### src/asr_cmd_queue.sv
`default_nettype none
// ----------------------------------------------------------------------------
// asr_cmd_queue
// Short command queue between the front and the back.
// ----------------------------------------------------------------------------
module asr_cmd_queue #(
   parameter int WIDTH = 8,
   parameter int DEPTH = 2
) (
   input  wire logic             clock,
   input  wire logic             reset,
   input  wire logic             push,
   input  wire logic [WIDTH-1:0] push_data,
   output logic                  full,
   input  wire logic             pop,
   output logic [WIDTH-1:0]      pop_data,
   output logic                  valid
);

   localparam int PW = (DEPTH > 1) ? $clog2(DEPTH) : 1;
   localparam int CW = $clog2(DEPTH + 1);

   logic [WIDTH-1:0] mem_ff [DEPTH];
   logic [PW-1:0]    wr_ptr_ff, wr_ptr_in;
   logic [PW-1:0]    rd_ptr_ff, rd_ptr_in;
   logic [CW-1:0]    cnt_ff, cnt_in;
   logic             do_push;
   logic             do_pop;

   assign full     = (cnt_ff == CW'(DEPTH));
   assign valid    = (cnt_ff != '0);
   assign pop_data = mem_ff[rd_ptr_ff];
   assign do_push  = push && !full;
   assign do_pop   = pop && valid;

   always_comb begin
      wr_ptr_in = wr_ptr_ff;
      rd_ptr_in = rd_ptr_ff;
      cnt_in    = cnt_ff;
      if (do_push) begin
         wr_ptr_in = (wr_ptr_ff == PW'(DEPTH - 1)) ? '0 : wr_ptr_ff + 1'b1;
      end
      if (do_pop) begin
         rd_ptr_in = (rd_ptr_ff == PW'(DEPTH - 1)) ? '0 : rd_ptr_ff + 1'b1;
      end
      if (do_push && !do_pop) begin
         cnt_in = cnt_ff + 1'b1;
      end else if (do_pop && !do_push) begin
         cnt_in = cnt_ff - 1'b1;
      end
   end

   always_ff @(posedge clock) begin
      if (reset) begin
         wr_ptr_ff <= '0;
         rd_ptr_ff <= '0;
         cnt_ff    <= '0;
      end else begin
         wr_ptr_ff <= wr_ptr_in;
         rd_ptr_ff <= rd_ptr_in;
         cnt_ff    <= cnt_in;
      end
      if (do_push) begin
         mem_ff[wr_ptr_ff] <= push_data;
      end
   end

endmodule
`default_nettype wire

### config.mk
export PLATFORM = sky130hd
export DESIGN_NAME = asr_cmd_queue
export DESIGN_NICKNAME = d
export VERILOG_FILES = /design/src/asr_cmd_queue.sv
export SDC_FILE = /design/constraint.sdc
export NUM_CORES = 1
export LEC_CHECK = 0
export BUFFER_PORTS_ARGS = -buffer_cell sky130_fd_sc_hd__buf_2
export CAP_MARGIN = 15
export CORE_AREA = 2 2 44 46
export CTS_CLUSTER_SIZE = 24
export DETAILED_ROUTE_END_ITERATION = 16
export DIE_AREA = 0 0 46 48
export GPL_ROUTABILITY_DRIVEN = 0
export GPL_TIMING_DRIVEN = 0
export PLACE_DENSITY_LB_ADDON = 0.15
export SLEW_MARGIN = 25
export SYNTH_ARGS = -nofsm -noshare
export SYNTH_HDL_FRONTEND = slang
export SYNTH_SLANG_ARGS = --single-unit
### constraint.sdc
create_clock -name clock -period 1.8 [get_ports clock]
set_input_delay 0.09 -clock clock [delete_from_list [all_inputs] [get_ports clock]]
set_output_delay 0.09 -clock clock [all_outputs]
set_load 0.005 [all_outputs]
## Word-level counts from Yosys, hierarchy flattened

Memories as Yosys holds them, arrays and structs flattened. A register that Yosys moved wholly into a read port is not among the register bits.
Cells that the tools add are included.

- Bits in latches: 0
- Output and inout port bits: 10
- Flip-flop bits (word level): 4
- Memory bits (writable): 16
- ROM bits: 0
- Memories: 1
- Logic and storage cells: 26
- Input bits: 12

- Reduce and logical (&&, ||, !) cells: 9
- Divide/modulo/power cells: 0
- Magnitude comparators: 0
- Multipliers: 0
- Equal/unequal tests: 1
- Add/subtract/negate cells: 4
- Bitwise logic cells: 0
- Muxes and demuxes: 8
- Shift-type cells: 0

Memories:

| name | words | width | read ports | clocked after memory_dff | wr ports | line | RTL |
|---|---|---|---|---|---|---|---|
| mem_ff | 2 | 8 | 1 | 1 | 1 | 23 | `logic [WIDTH-1:0] mem_ff [DEPTH];` |

Operator list:

| kind | count |
|---|---|
| 2-to-1 mux 1 bit | 6 |
| logical AND 1 bit | 4 |
| 2-to-1 mux 2 bit | 2 |
| nonzero test 2 bit | 2 |
| zero test 1 bit | 3 |
| adder 1 bit (second input constant) | 2 |
| adder 2 x 1 -> 2 bit (second input constant) | 1 |
| equality test 2 bit (second input constant) | 1 |
| subtractor 2 x 1 -> 2 bit (second input constant) | 1 |

## Logic depth before layout (Yosys ltp)

Gate-level depths: netlist (run 1).

- Word-level depth: 7
- Depth in mapped cells: 6
- Gate-level depth less buffers: 6

## Least setup slack after synthesis (run 1)

Ideal clock, no wire load.

- Path kind: reg-to-reg
- Start: register cnt_ff[0]
- End: register cnt_ff[1]
- Setup time: 0.070 ns
- Setup slack: 0.349 ns
- Arrival: 1.381 ns
- Stages on the path, launching flop included: 5
- Cells stage by stage: dfxtp_1 > o21ai_0 > ha_1 > or3_1 > a21oi_1

- Longest elaborated chain between the ends: 6
- Elaborated cells between the ends (all ways): 14
- Those cells by class: 2 x add/sub; 1 x eq/ne; 2 x mux; 9 x reduce/logical

Ends and longest elaborated chain:

| element | line | RTL |
|---|---|---|
| start, declared | 26 | `logic [CW-1:0] cnt_ff, cnt_in;` |
| start signal, assigned | 61 | `cnt_ff <= cnt_in;` |
| equality test 2 bit | 30 | `assign full = (cnt_ff == CW'(DEPTH));` |
| zero test 1 bit | 33 | `assign do_push = push && !full;` |
| logical AND 1 bit | 33 |  |
| zero test 1 bit | 48 | `end else if (do_pop && !do_push) begin` |
| logical AND 1 bit | 48 |  |
| nonzero test 2 bit (no source line) | n/a |  |

Parallel ways exist; a longest one is shown, timed or not. The select of a mux whose other input is x is not followed.
A chain may end at the register's enable or synchronous reset.

## Worst setup path after layout (run 1)

Ends and elaborated chain as after synthesis.

==> results of run 1 <==
-- power breakdown --
part           total [mW]  switching, mW  internal [mW]
Sequential          0.659         0.0405          0.618
Clock               0.215          0.132         0.0826
Combinational       0.392          0.179          0.213
Total                1.27          0.352          0.913
-- flip-flops by register name (all words and copies together), names as in the netlist, named ones only --
name       flops
wr_ptr_ff      1
mem_ff        16
cnt_ff         2
rd_ptr_ff      1
-- worst max-delay path, stage by stage (launching register included) --
cell	delay, ps
dfxtp_1	380
o21ai_0	300
ha_1	320
or3_1	370
a21oi_1	130
-- cell usage after synthesis, drive strengths merged --
| master | number |
|---|---|
| edfxtp | 16 |
| mux2 | 8 |
| dfxtp | 5 |
| nor2 | 4 |
| o21ai | 3 |
| xor2 | 3 |
| a21oi | 2 |
| inv | 2 |
| or3 | 2 |
| and2 | 1 |
| buf | 1 |
| ha | 1 |
| nor2b | 1 |
| or2 | 1 |
-- final cells by class --
class	count	area [sq um]
Buffer	1	5.005
Clock buffer	3	22.52
Clock inverter	1	5.005
Fill cell	141	649.4
Inverter	2	7.507
Multi-Input combinational cell	26	202.7
Sequential cell	21	580.6
Tap cell	17	21.27
Timing Repair Buffer	30	195.2
-- per-stage QoR --
stage	worst slack, ps	cell area (sq um)
3_3_place_gp	248.2	922.1
5_1_grt	128.6	1040
3_5_place_dp	257.6	922.1
2_1_floorplan	348.9	795.8
4_1_cts	237.5	1040
6_report	244.6	1040
-- per-layer routing --
| metal | track usage (%) | share of wire (%) | routed length, microns | vias up |
|---|---|---|---|---|
| li1 | - | - | - | 252 |
| met1 | 16.26 | 47 | 574 | 232 |
| met2 | 20.00 | 49 | 605 | 13 |
| met3 | 3.396 | 3.8 | 47 | 2 |
| met4 | 5.143 | 0.32 | 4 | 0 |
| met5 | 0 | 0 | 0 | - |
-- cells by family (layout without fill, tap and decap cells) --
logic type	Yosys count	in the layout
adders and majority gates	1	1
DFF	21	21
muxes	8	8
AOI/OAI and AO/OA	5	5
xor gates and xnor gates	3	3
buffers and inverters	3	37
and+or+nand+nor	9	9
-- path summary, 6_finish.rpt --
path | endpoint | slack [ps] | cells past startpoint
max | cnt_ff[1]$_SDFFE_PP0P_ | 240 | 4
min | wr_ptr_ff$_SDFFE_PP0N_ | 170 | 4
max reg2reg | cnt_ff[1]$_SDFFE_PP0P_ | 240 | 4
min reg2reg | wr_ptr_ff$_SDFFE_PP0N_ | 510 | 2
==> results.json, run 1 <==
{
  "outcome": "finished clean",
  "ys_ff_latch": 21,
  "dieArea_sq_um": 2208,
  "rsz0062_at_grt": "no",
  "grt_max_degree": 13,
  "utilization_pct": 61.56,
  "cts.sinks": 21,
  "fin_crit_sh_pct": 86.41,
  "p_leak_nw": 0.4275,
  "htreeDepth": 1,
  "rows": 15,
  "yosys.area.top_type": "edfxtp_1",
  "synthAdderAreaFrac_pct": 1.572,
  "crit_path_end_kind": "flip-flop",
  "synthToLayoutAreaGrowth_pct": 30.66,
  "worstMarginPinSlew_ps": 392.3,
  "cts_hold_buf": 9,
  "synth_top_family_by_area": "multiplexers",
  "finalSetupViolCount": 0,
  "setup-tns-final_ps": 0,
  "drive_gt1_share_pct": 42.86,
  "synth_compound_area_share_pct": 3.145,
  "viasPerCell": 4.941,
  "yosys.area.top_type_share_pct": 60.38,
  "synth_cell_type_count": 14,
  "fmax_mhz": 642.9,
  "antenna_left": 0,
  "grt_usage_pct": 12.52,
  "synthMuxAreaShare_pct": 11.32,
  "path_max_fanout": 5,
  "nets": 98,
  "crit_start": "cnt_ff[0]$_SDFFE_PP0P_",
  "arrival_ps": 1790,
  "syn_avg_cell_area_sq_um": 15.92,
  "whs_ps": 170.5,
  "clock_latency_ps": 290,
  "cts_setup_buffers": 0,
  "crit_type": "flip-flop to flip-flop",
  "root_buffer": "clkbuf_4",
  "start_util_pct": 47.11,
  "die_h_microns": 48,
  "cts_resized": 0,
  "clockBufferDepth": 2,
  "dp.cells": 88,
  "grt_overflow": 0,
  "clk_pin_slew_ps": 110,
  "numCtsBuffers": 3,
  "synthSimpleGateAreaFrac_pct": 6.132,
  "final_cell_mix": "22 x buf_2, 16 x edfxtp_1, 9 x dlygate4sd3_1, 8 x mux2_2, 5 x dfxtp_1",
  "synth_nets": 63,
  "io_pins": 22,
  "grt_pass1_wl_microns": 1863,
  "core_sq_um": 1689,
  "postSynthCellCount": 50,
  "portBuffers": 21,
  "skew_ps": 3.379,
  "final_common_cell": "buf_2",
  "die_w_microns": 46,
  "relSlewSlack_pct": 73.85,
  "crit_required_ps": 2030,
  "min_from": "push",
  "dr_total_vias": 499,
  "fin_cells": 101,
  "hold_viol": 0,
  "ys_seq_area_share_pct": 72.96,
  "drv_cap": 0,
  "post-dp-hpwl_microns": 863.1,
  "antenna_found_initial": 0,
  "pwr_density_cell_nw_per_um2": 1217,
  "drt_first_pass_iters": 4,
  "drt-total-wl_microns": 1231,
  "syn_area_sq_um": 795.8,
  "netlist_top_cells_area": "edfxtp_1 60%, dfxtp_1 13%, mux2_2 11%",
  "startpoint_type": "flip-flop",
  "synth_xor_area_share_pct": 3.302,
  "r2r_start": "cnt_ff[0]$_SDFFE_PP0P_",
  "grt_pass1_vias": 463,
  "post_drt_wl_per_cell_microns": 12.19,
  "hp-class": "input port to flip-flop",
  "tritoncts": "yes",
  "vdd_drop_max_mv": 0.7343,
  "fin_crit_ps": 1555,
  "drc": 0,
  "slew_violations": 0,
  "yosys_warnings": 0,
  "drt_first_iter_violations": 4,
  "fin_total_pwr_mw": 1.266,
  "n_antenna_cell": 0
}
Power figures use the tool's default switching activity.
==> inputs of run 2 (changes only) <==
--- a/config.mk
+++ b/config.mk
@@ -7,14 +7,14 @@
 export LEC_CHECK = 0
 export BUFFER_PORTS_ARGS = -buffer_cell sky130_fd_sc_hd__buf_2
 export CAP_MARGIN = 15
-export CORE_AREA = 2 2 44 46
+export CORE_AREA = 2 2 43 45
 export CTS_CLUSTER_SIZE = 24
 export DETAILED_ROUTE_END_ITERATION = 16
-export DIE_AREA = 0 0 46 48
+export DIE_AREA = 0 0 45 47
 export GPL_ROUTABILITY_DRIVEN = 0
 export GPL_TIMING_DRIVEN = 0
 export PLACE_DENSITY_LB_ADDON = 0.15
-export SLEW_MARGIN = 25
+export SLEW_MARGIN = 15
 export SYNTH_ARGS = -nofsm -noshare
 export SYNTH_HDL_FRONTEND = slang
 export SYNTH_SLANG_ARGS = --single-unit
==> constraint.sdc (replaced) <==
create_clock -name clock -period 1.9 [get_ports clock]
set_input_delay 0.095 -clock clock [delete_from_list [all_inputs] [get_ports clock]]
set_output_delay 0.095 -clock clock [all_outputs]
set_load 0.005 [all_outputs]
==> run 2 against run 1 <==
  * Clock skew up 5.6 ps
  * Critical path depth unchanged
  * Global-route usage up 0.21 points
  * Maximum frequency up 0.41%
  * Die area down 4.2%
  * Sequential power down 5.5%
  * Via count up 0.60%
  * First-iteration DRC count rose to 2.8 times the previous value
  * Clock-buffer cell count unchanged
==> results.json, run 2 (synthesized netlist as in run 1, its figures left out) <==
{
  "clock_latency_ps": 300,
  "hp-class": "input port to flip-flop",
  "path_max_fanout": 5,
  "rsz0062_at_grt": "no",
  "drive_gt1_share_pct": 42.86,
  "clockBufferDepth": 2,
  "largest_reg_flops": 16,
  "vdd_drop_max_mv": 0.5767,
  "outcome": "finished clean",
  "root_buffer": "clkbuf_4",
  "largest-register": "mem_ff",
  "drt_first_iter_violations": 11,
  "die_h_microns": 47,
  "htreeDepth": 1,
  "utilization_pct": 62.95,
  "worstMarginPinSlew_ps": 384.8,
  "drt-total-wl_microns": 1230,
  "min_delay_path_depth": 4,
  "fin_crit_sh_pct": 81.53,
  "dr_total_vias": 502,
  "hold_viol": 0,
  "min_from": "push",
  "crit_path_end_kind": "flip-flop",
  "fmax_mhz": 645.6,
  "slew_violations": 0,
  "final_cell_mix": "22 x buf_2, 16 x edfxtp_1, 9 x dlygate4sd3_1, 8 x mux2_2, 5 x dfxtp_1",
  "holdPathEnd": "wr_ptr_ff$_SDFFE_PP0N_",
  "rrSetupSlack_ps": 350,
  "start_util_pct": 48.18,
  "fin_cells": 101,
  "numCtsBuffers": 3,
  "viasPerCell": 4.970,
  "arrival_ps": 1790,
  "fin_crit_ps": 1549,
  "pwr_density_cell_nw_per_um2": 1157,
  "top_regs": "mem_ff: 16 flops, cnt_ff: 2 flops",
  "portBuffers": 21,
  "r2r-end": "cnt_ff[1]$_SDFFE_PP0P_",
  "grt_pass1_wl_microns": 1794,
  "setup-tns-final_ps": 0,
  "drv_cap": 0,
  "drc": 0,
  "io_pins": 22,
  "synthToLayoutAreaGrowth_pct": 30.66,
  "nets": 98,
  "grt_overflow": 0,
  "cts.sinks": 21,
  "rows": 15,
  "dieArea_sq_um": 2115,
  "crit_required_ps": 2140,
  "skew_ps": 8.967,
  "drt_first_pass_iters": 4,
  "final_common_cell": "buf_2",
  "grt_max_degree": 13,
  "n_antenna_cell": 0,
  "r2r_start": "cnt_ff[0]$_SDFFE_PP0P_",
  "post_drt_wl_per_cell_microns": 12.18,
  "dp.cells": 88,
  "cts_resized": 0,
  "final_area_sq_um": 1040,
  "placed_area_sq_um": 922.1,
  "fin_ws_ps": 351.0,
  "crit_type": "flip-flop to flip-flop",
  "grt_usage_pct": 12.73,
  "grt_pass1_vias": 440,
  "whs_ps": 157.4,
  "fin_total_pwr_mw": 1.203,
  "dp_slack_ps": 352.1,
  "core_sq_um": 1652,
  "antenna_left": 0,
  "antenna_found_initial": 0,
  "finalSetupViolCount": 0,
  "tritoncts": "yes",
  "die_w_microns": 45,
  "r2r_cells": 4,
  "p_leak_nw": 0.4275,
  "clk_pin_slew_ps": 110,
  "relSlewSlack_pct": 74.35,
  "startpoint_type": "flip-flop"
}
run 2: cell counts in the layout (fill, tap and decap cells not counted):
No cell type changed its count.
run 2: area by class of cell:
type                            count  area [sq um]
Tap cell                           17         21.27
Multi-Input combinational cell     26         202.7
Inverter                            2         7.507
Buffer                              1         5.005
Sequential cell                    21         580.6
Timing Repair Buffer               30         195.2
Clock inverter                      1         5.005
Fill cell                         134         611.8
Clock buffer                        3         22.52
run 2: how the worst max path moves through the flow:
stage                           start                      to  cells past startpoint  slack (ps)
5_1_grt        cnt_ff[0]$_SDFFE_PP0P_  cnt_ff[1]$_SDFFE_PP0P_                      4         190
3_3_place_gp   cnt_ff[0]$_SDFFE_PP0P_  cnt_ff[1]$_SDFFE_PP0P_                      4         340
6_report       cnt_ff[0]$_SDFFE_PP0P_  cnt_ff[1]$_SDFFE_PP0P_                      4         350
4_1_cts        cnt_ff[0]$_SDFFE_PP0P_  cnt_ff[1]$_SDFFE_PP0P_                      4         340
2_1_floorplan  cnt_ff[0]$_SDFFE_PP0P_  cnt_ff[1]$_SDFFE_PP0P_                      4         450
3_5_place_dp   cnt_ff[0]$_SDFFE_PP0P_  cnt_ff[1]$_SDFFE_PP0P_                      4         350
run 2: where the power goes:
part | internal (mW) | switching, mW | total, mW | leakage [nW]
Combinational | 0.201 | 0.171 | 0.373 | 0.219
Sequential | 0.586 | 0.0371 | 0.623 | 0.191
Clock | 0.0785 | 0.129 | 0.208 | 0.0177
run 2: what timing repair did:
action | in CTS | in global routing
hold buffers | 9 | 0
endpoints found under the hold margin | 18 | 0
setup buffers | 0 | 0
run 2: routing by layer:
metal | vias up | routed length [microns] | global-route usage, %
met5 | - | 0 | 0
met4 | 0 | 34 | 8.824
met3 | 4 | 60 | 3.462
met2 | 15 | 609 | 20.86
met1 | 233 | 525 | 14.57
li1 | 250 | - | -
run 2: critical path: stages (launching register included):
cell and delay, ps:
dfxtp_1 370, o21ai_0 300, ha_1 320, or3_1 370, a21oi_1 140
==> inputs of run 3 (changes only) <==
--- a/config.mk
+++ b/config.mk
@@ -7,10 +7,10 @@
 export LEC_CHECK = 0
 export BUFFER_PORTS_ARGS = -buffer_cell sky130_fd_sc_hd__buf_2
 export CAP_MARGIN = 15
-export CORE_AREA = 2 2 43 45
+export CORE_AREA = 2 2 44 46
 export CTS_CLUSTER_SIZE = 24
 export DETAILED_ROUTE_END_ITERATION = 16
-export DIE_AREA = 0 0 45 47
+export DIE_AREA = 0 0 46 48
 export GPL_ROUTABILITY_DRIVEN = 0
 export GPL_TIMING_DRIVEN = 0
 export PLACE_DENSITY_LB_ADDON = 0.15
==> constraint.sdc (replaced) <==
create_clock -name clock -period 1.6 [get_ports clock]
set_input_delay 0.08 -clock clock [delete_from_list [all_inputs] [get_ports clock]]
set_output_delay 0.08 -clock clock [all_outputs]
set_load 0.005 [all_outputs]
==> run 3 against run 2 <==
  * Total power rose by 20%
  * Register-to-register slack worse by 280 ps
  * Maximum frequency grew 1.4%
  * Utilization is 1.0 points lower
  * Clock-buffer cell count unchanged
  * Routed wire length rose by 2.0%
  * Clock power grew 16%
  * Critical path depth is 1 higher
  * Sequential share of layout area down 0.21 points
  * Critical path type unchanged
  * Critical endpoint unchanged
  * Highest routed layer unchanged
==> results.json, run 3 (synthesized netlist as in run 1, its figures left out) <==
{
  "die_h_microns": 48,
  "clockBufferDepth": 2,
  "path_max_fanout": 5,
  "drc": 0,
  "cts_setup_buffers": 0,
  "root_buffer": "clkbuf_4",
  "rrSetupSlack_ps": 70,
  "slew_violations": 0,
  "core_sq_um": 1689,
  "final_common_cell": "buf_2",
  "n_antenna_cell": 0,
  "p_leak_nw": 0.4292,
  "top_regs": "mem_ff: 16 flops, cnt_ff: 2 flops",
  "die_w_microns": 46,
  "r2r-end": "cnt_ff[1]$_SDFFE_PP0P_",
  "finalSetupViolCount": 0,
  "fin_crit_sh_pct": 95.51,
  "antenna_left": 0,
  "dp.cells": 88,
  "grt_pass1_wl_microns": 1863,
  "drt_first_pass_iters": 4,
  "vdd_drop_max_mv": 0.8343,
  "r2r_cells": 5,
  "final_cell_mix": "22 x buf_2, 16 x edfxtp_1, 9 x dlygate4sd3_1, 8 x mux2_2",
  "grt_pass1_vias": 463,
  "drv_cap": 0,
  "hold_viol": 0,
  "crit_required_ps": 1830,
  "post_drt_wl_per_cell_microns": 12.42,
  "start_util_pct": 47.11,
  "setup.worst_path.end": "cnt_ff[1]$_SDFFE_PP0P_",
  "crit_start": "cnt_ff[1]$_SDFFE_PP0P_",
  "viasPerCell": 4.950,
  "cts.sinks": 21,
  "rows": 15,
  "post-dp-hpwl_microns": 863.1,
  "outcome": "finished clean",
  "crit_type": "flip-flop to flip-flop",
  "skew_ps": 2.868,
  "pwr_density_cell_nw_per_um2": 1380,
  "largest_reg_flops": 16,
  "worstMarginPinSlew_ps": 397.2,
  "hp-class": "input port to flip-flop",
  "largest-register": "mem_ff",
  "r2r_start": "cnt_ff[1]$_SDFFE_PP0P_",
  "drive_gt1_share_pct": 44.05,
  "utilization_pct": 61.93,
  "drt_first_iter_violations": 3,
  "whs_ps": 160.6,
  "drt-total-wl_microns": 1254,
  "io_pins": 22,
  "synthToLayoutAreaGrowth_pct": 31.45,
  "htreeDepth": 1,
  "nets": 98,
  "grt_max_degree": 13,
  "clk_pin_slew_ps": 110,
  "clock_latency_ps": 290,
  "fmax_mhz": 654.4,
  "dieArea_sq_um": 2208,
  "tritoncts": "yes",
  "grt_usage_pct": 12.52,
  "antenna_found_initial": 0,
  "grt_overflow": 0,
  "numCtsBuffers": 3,
  "arrival_ps": 1760,
  "relSlewSlack_pct": 73.52,
  "crit_path_end_kind": "flip-flop",
  "fin_crit_ps": 1528,
  "dr_total_vias": 500,
  "portBuffers": 21,
  "startpoint_type": "flip-flop",
  "fin_cells": 101
}
==> run 3: final cells by class <==
type	instances	area [sq um]
Clock buffer	3	22.52
Fill cell	144	643.1
Clock inverter	1	5.005
Sequential cell	21	581.8
Buffer	1	5.005
Tap cell	17	21.27
Multi-Input combinational cell	26	207.7
Inverter	2	7.507
Timing Repair Buffer	30	195.2
==> run 3: per-stage QoR <==
stage                     instance area [sq um]  setup WS, ps  TNS, ps  power (mW)
after floorplan                           795.8         148.9        0       1.032
after global placement                    922.1         48.16        0       1.174
after detailed placement                  922.1         57.64        0       1.185
after CTS                                  1040         37.46        0       1.447
after global routing                       1046        -1.681   -1.681       1.539
final                                      1046         71.78        0       1.443
==> run 3: worst min-delay path by stage <==
stage | from | endpoint | cells after the start
after detailed placement | push_data[3] | mem_ff[0][3]$_DFFE_PP_ | 1
after global routing | push | wr_ptr_ff$_SDFFE_PP0N_ | 4
after CTS | push | wr_ptr_ff$_SDFFE_PP0N_ | 4
after floorplan | reset | cnt_ff[1]$_SDFFE_PP0P_ | 1
final | push | wr_ptr_ff$_SDFFE_PP0N_ | 4
after global placement | push_data[2] | mem_ff[0][2]$_DFFE_PP_ | 1
==> run 3: repair_timing <==
item	CTS	global route
hold endpoints to repair	21	0
endpoints found under the setup margin	0	1
hold buffers	9	0
resized for setup	0	3
==> run 3: worst max-delay path, stage by stage, from the launching register on <==
cell and delay [ps]:
dfxtp_1 410, nor2b_4 190, nor2_1 60, ha_1 310
or3_1 370, a21oi_1 130
==> run 3: where the power goes <==
| group | total [mW] | internal (mW) | switching [mW] |
|---|---|---|---|
| sequential | 0.749 | 0.698 | 0.0508 |
| clock | 0.242 | 0.0929 | 0.149 |
| combinational | 0.453 | 0.248 | 0.204 |
==> run 3: metal layers <==
metal  GRT usage [%]  share of wire (%)
met5               0                  0
met4           5.143               0.32
met3           3.396                3.7
met2           20.00                 50
met1           16.26                 46
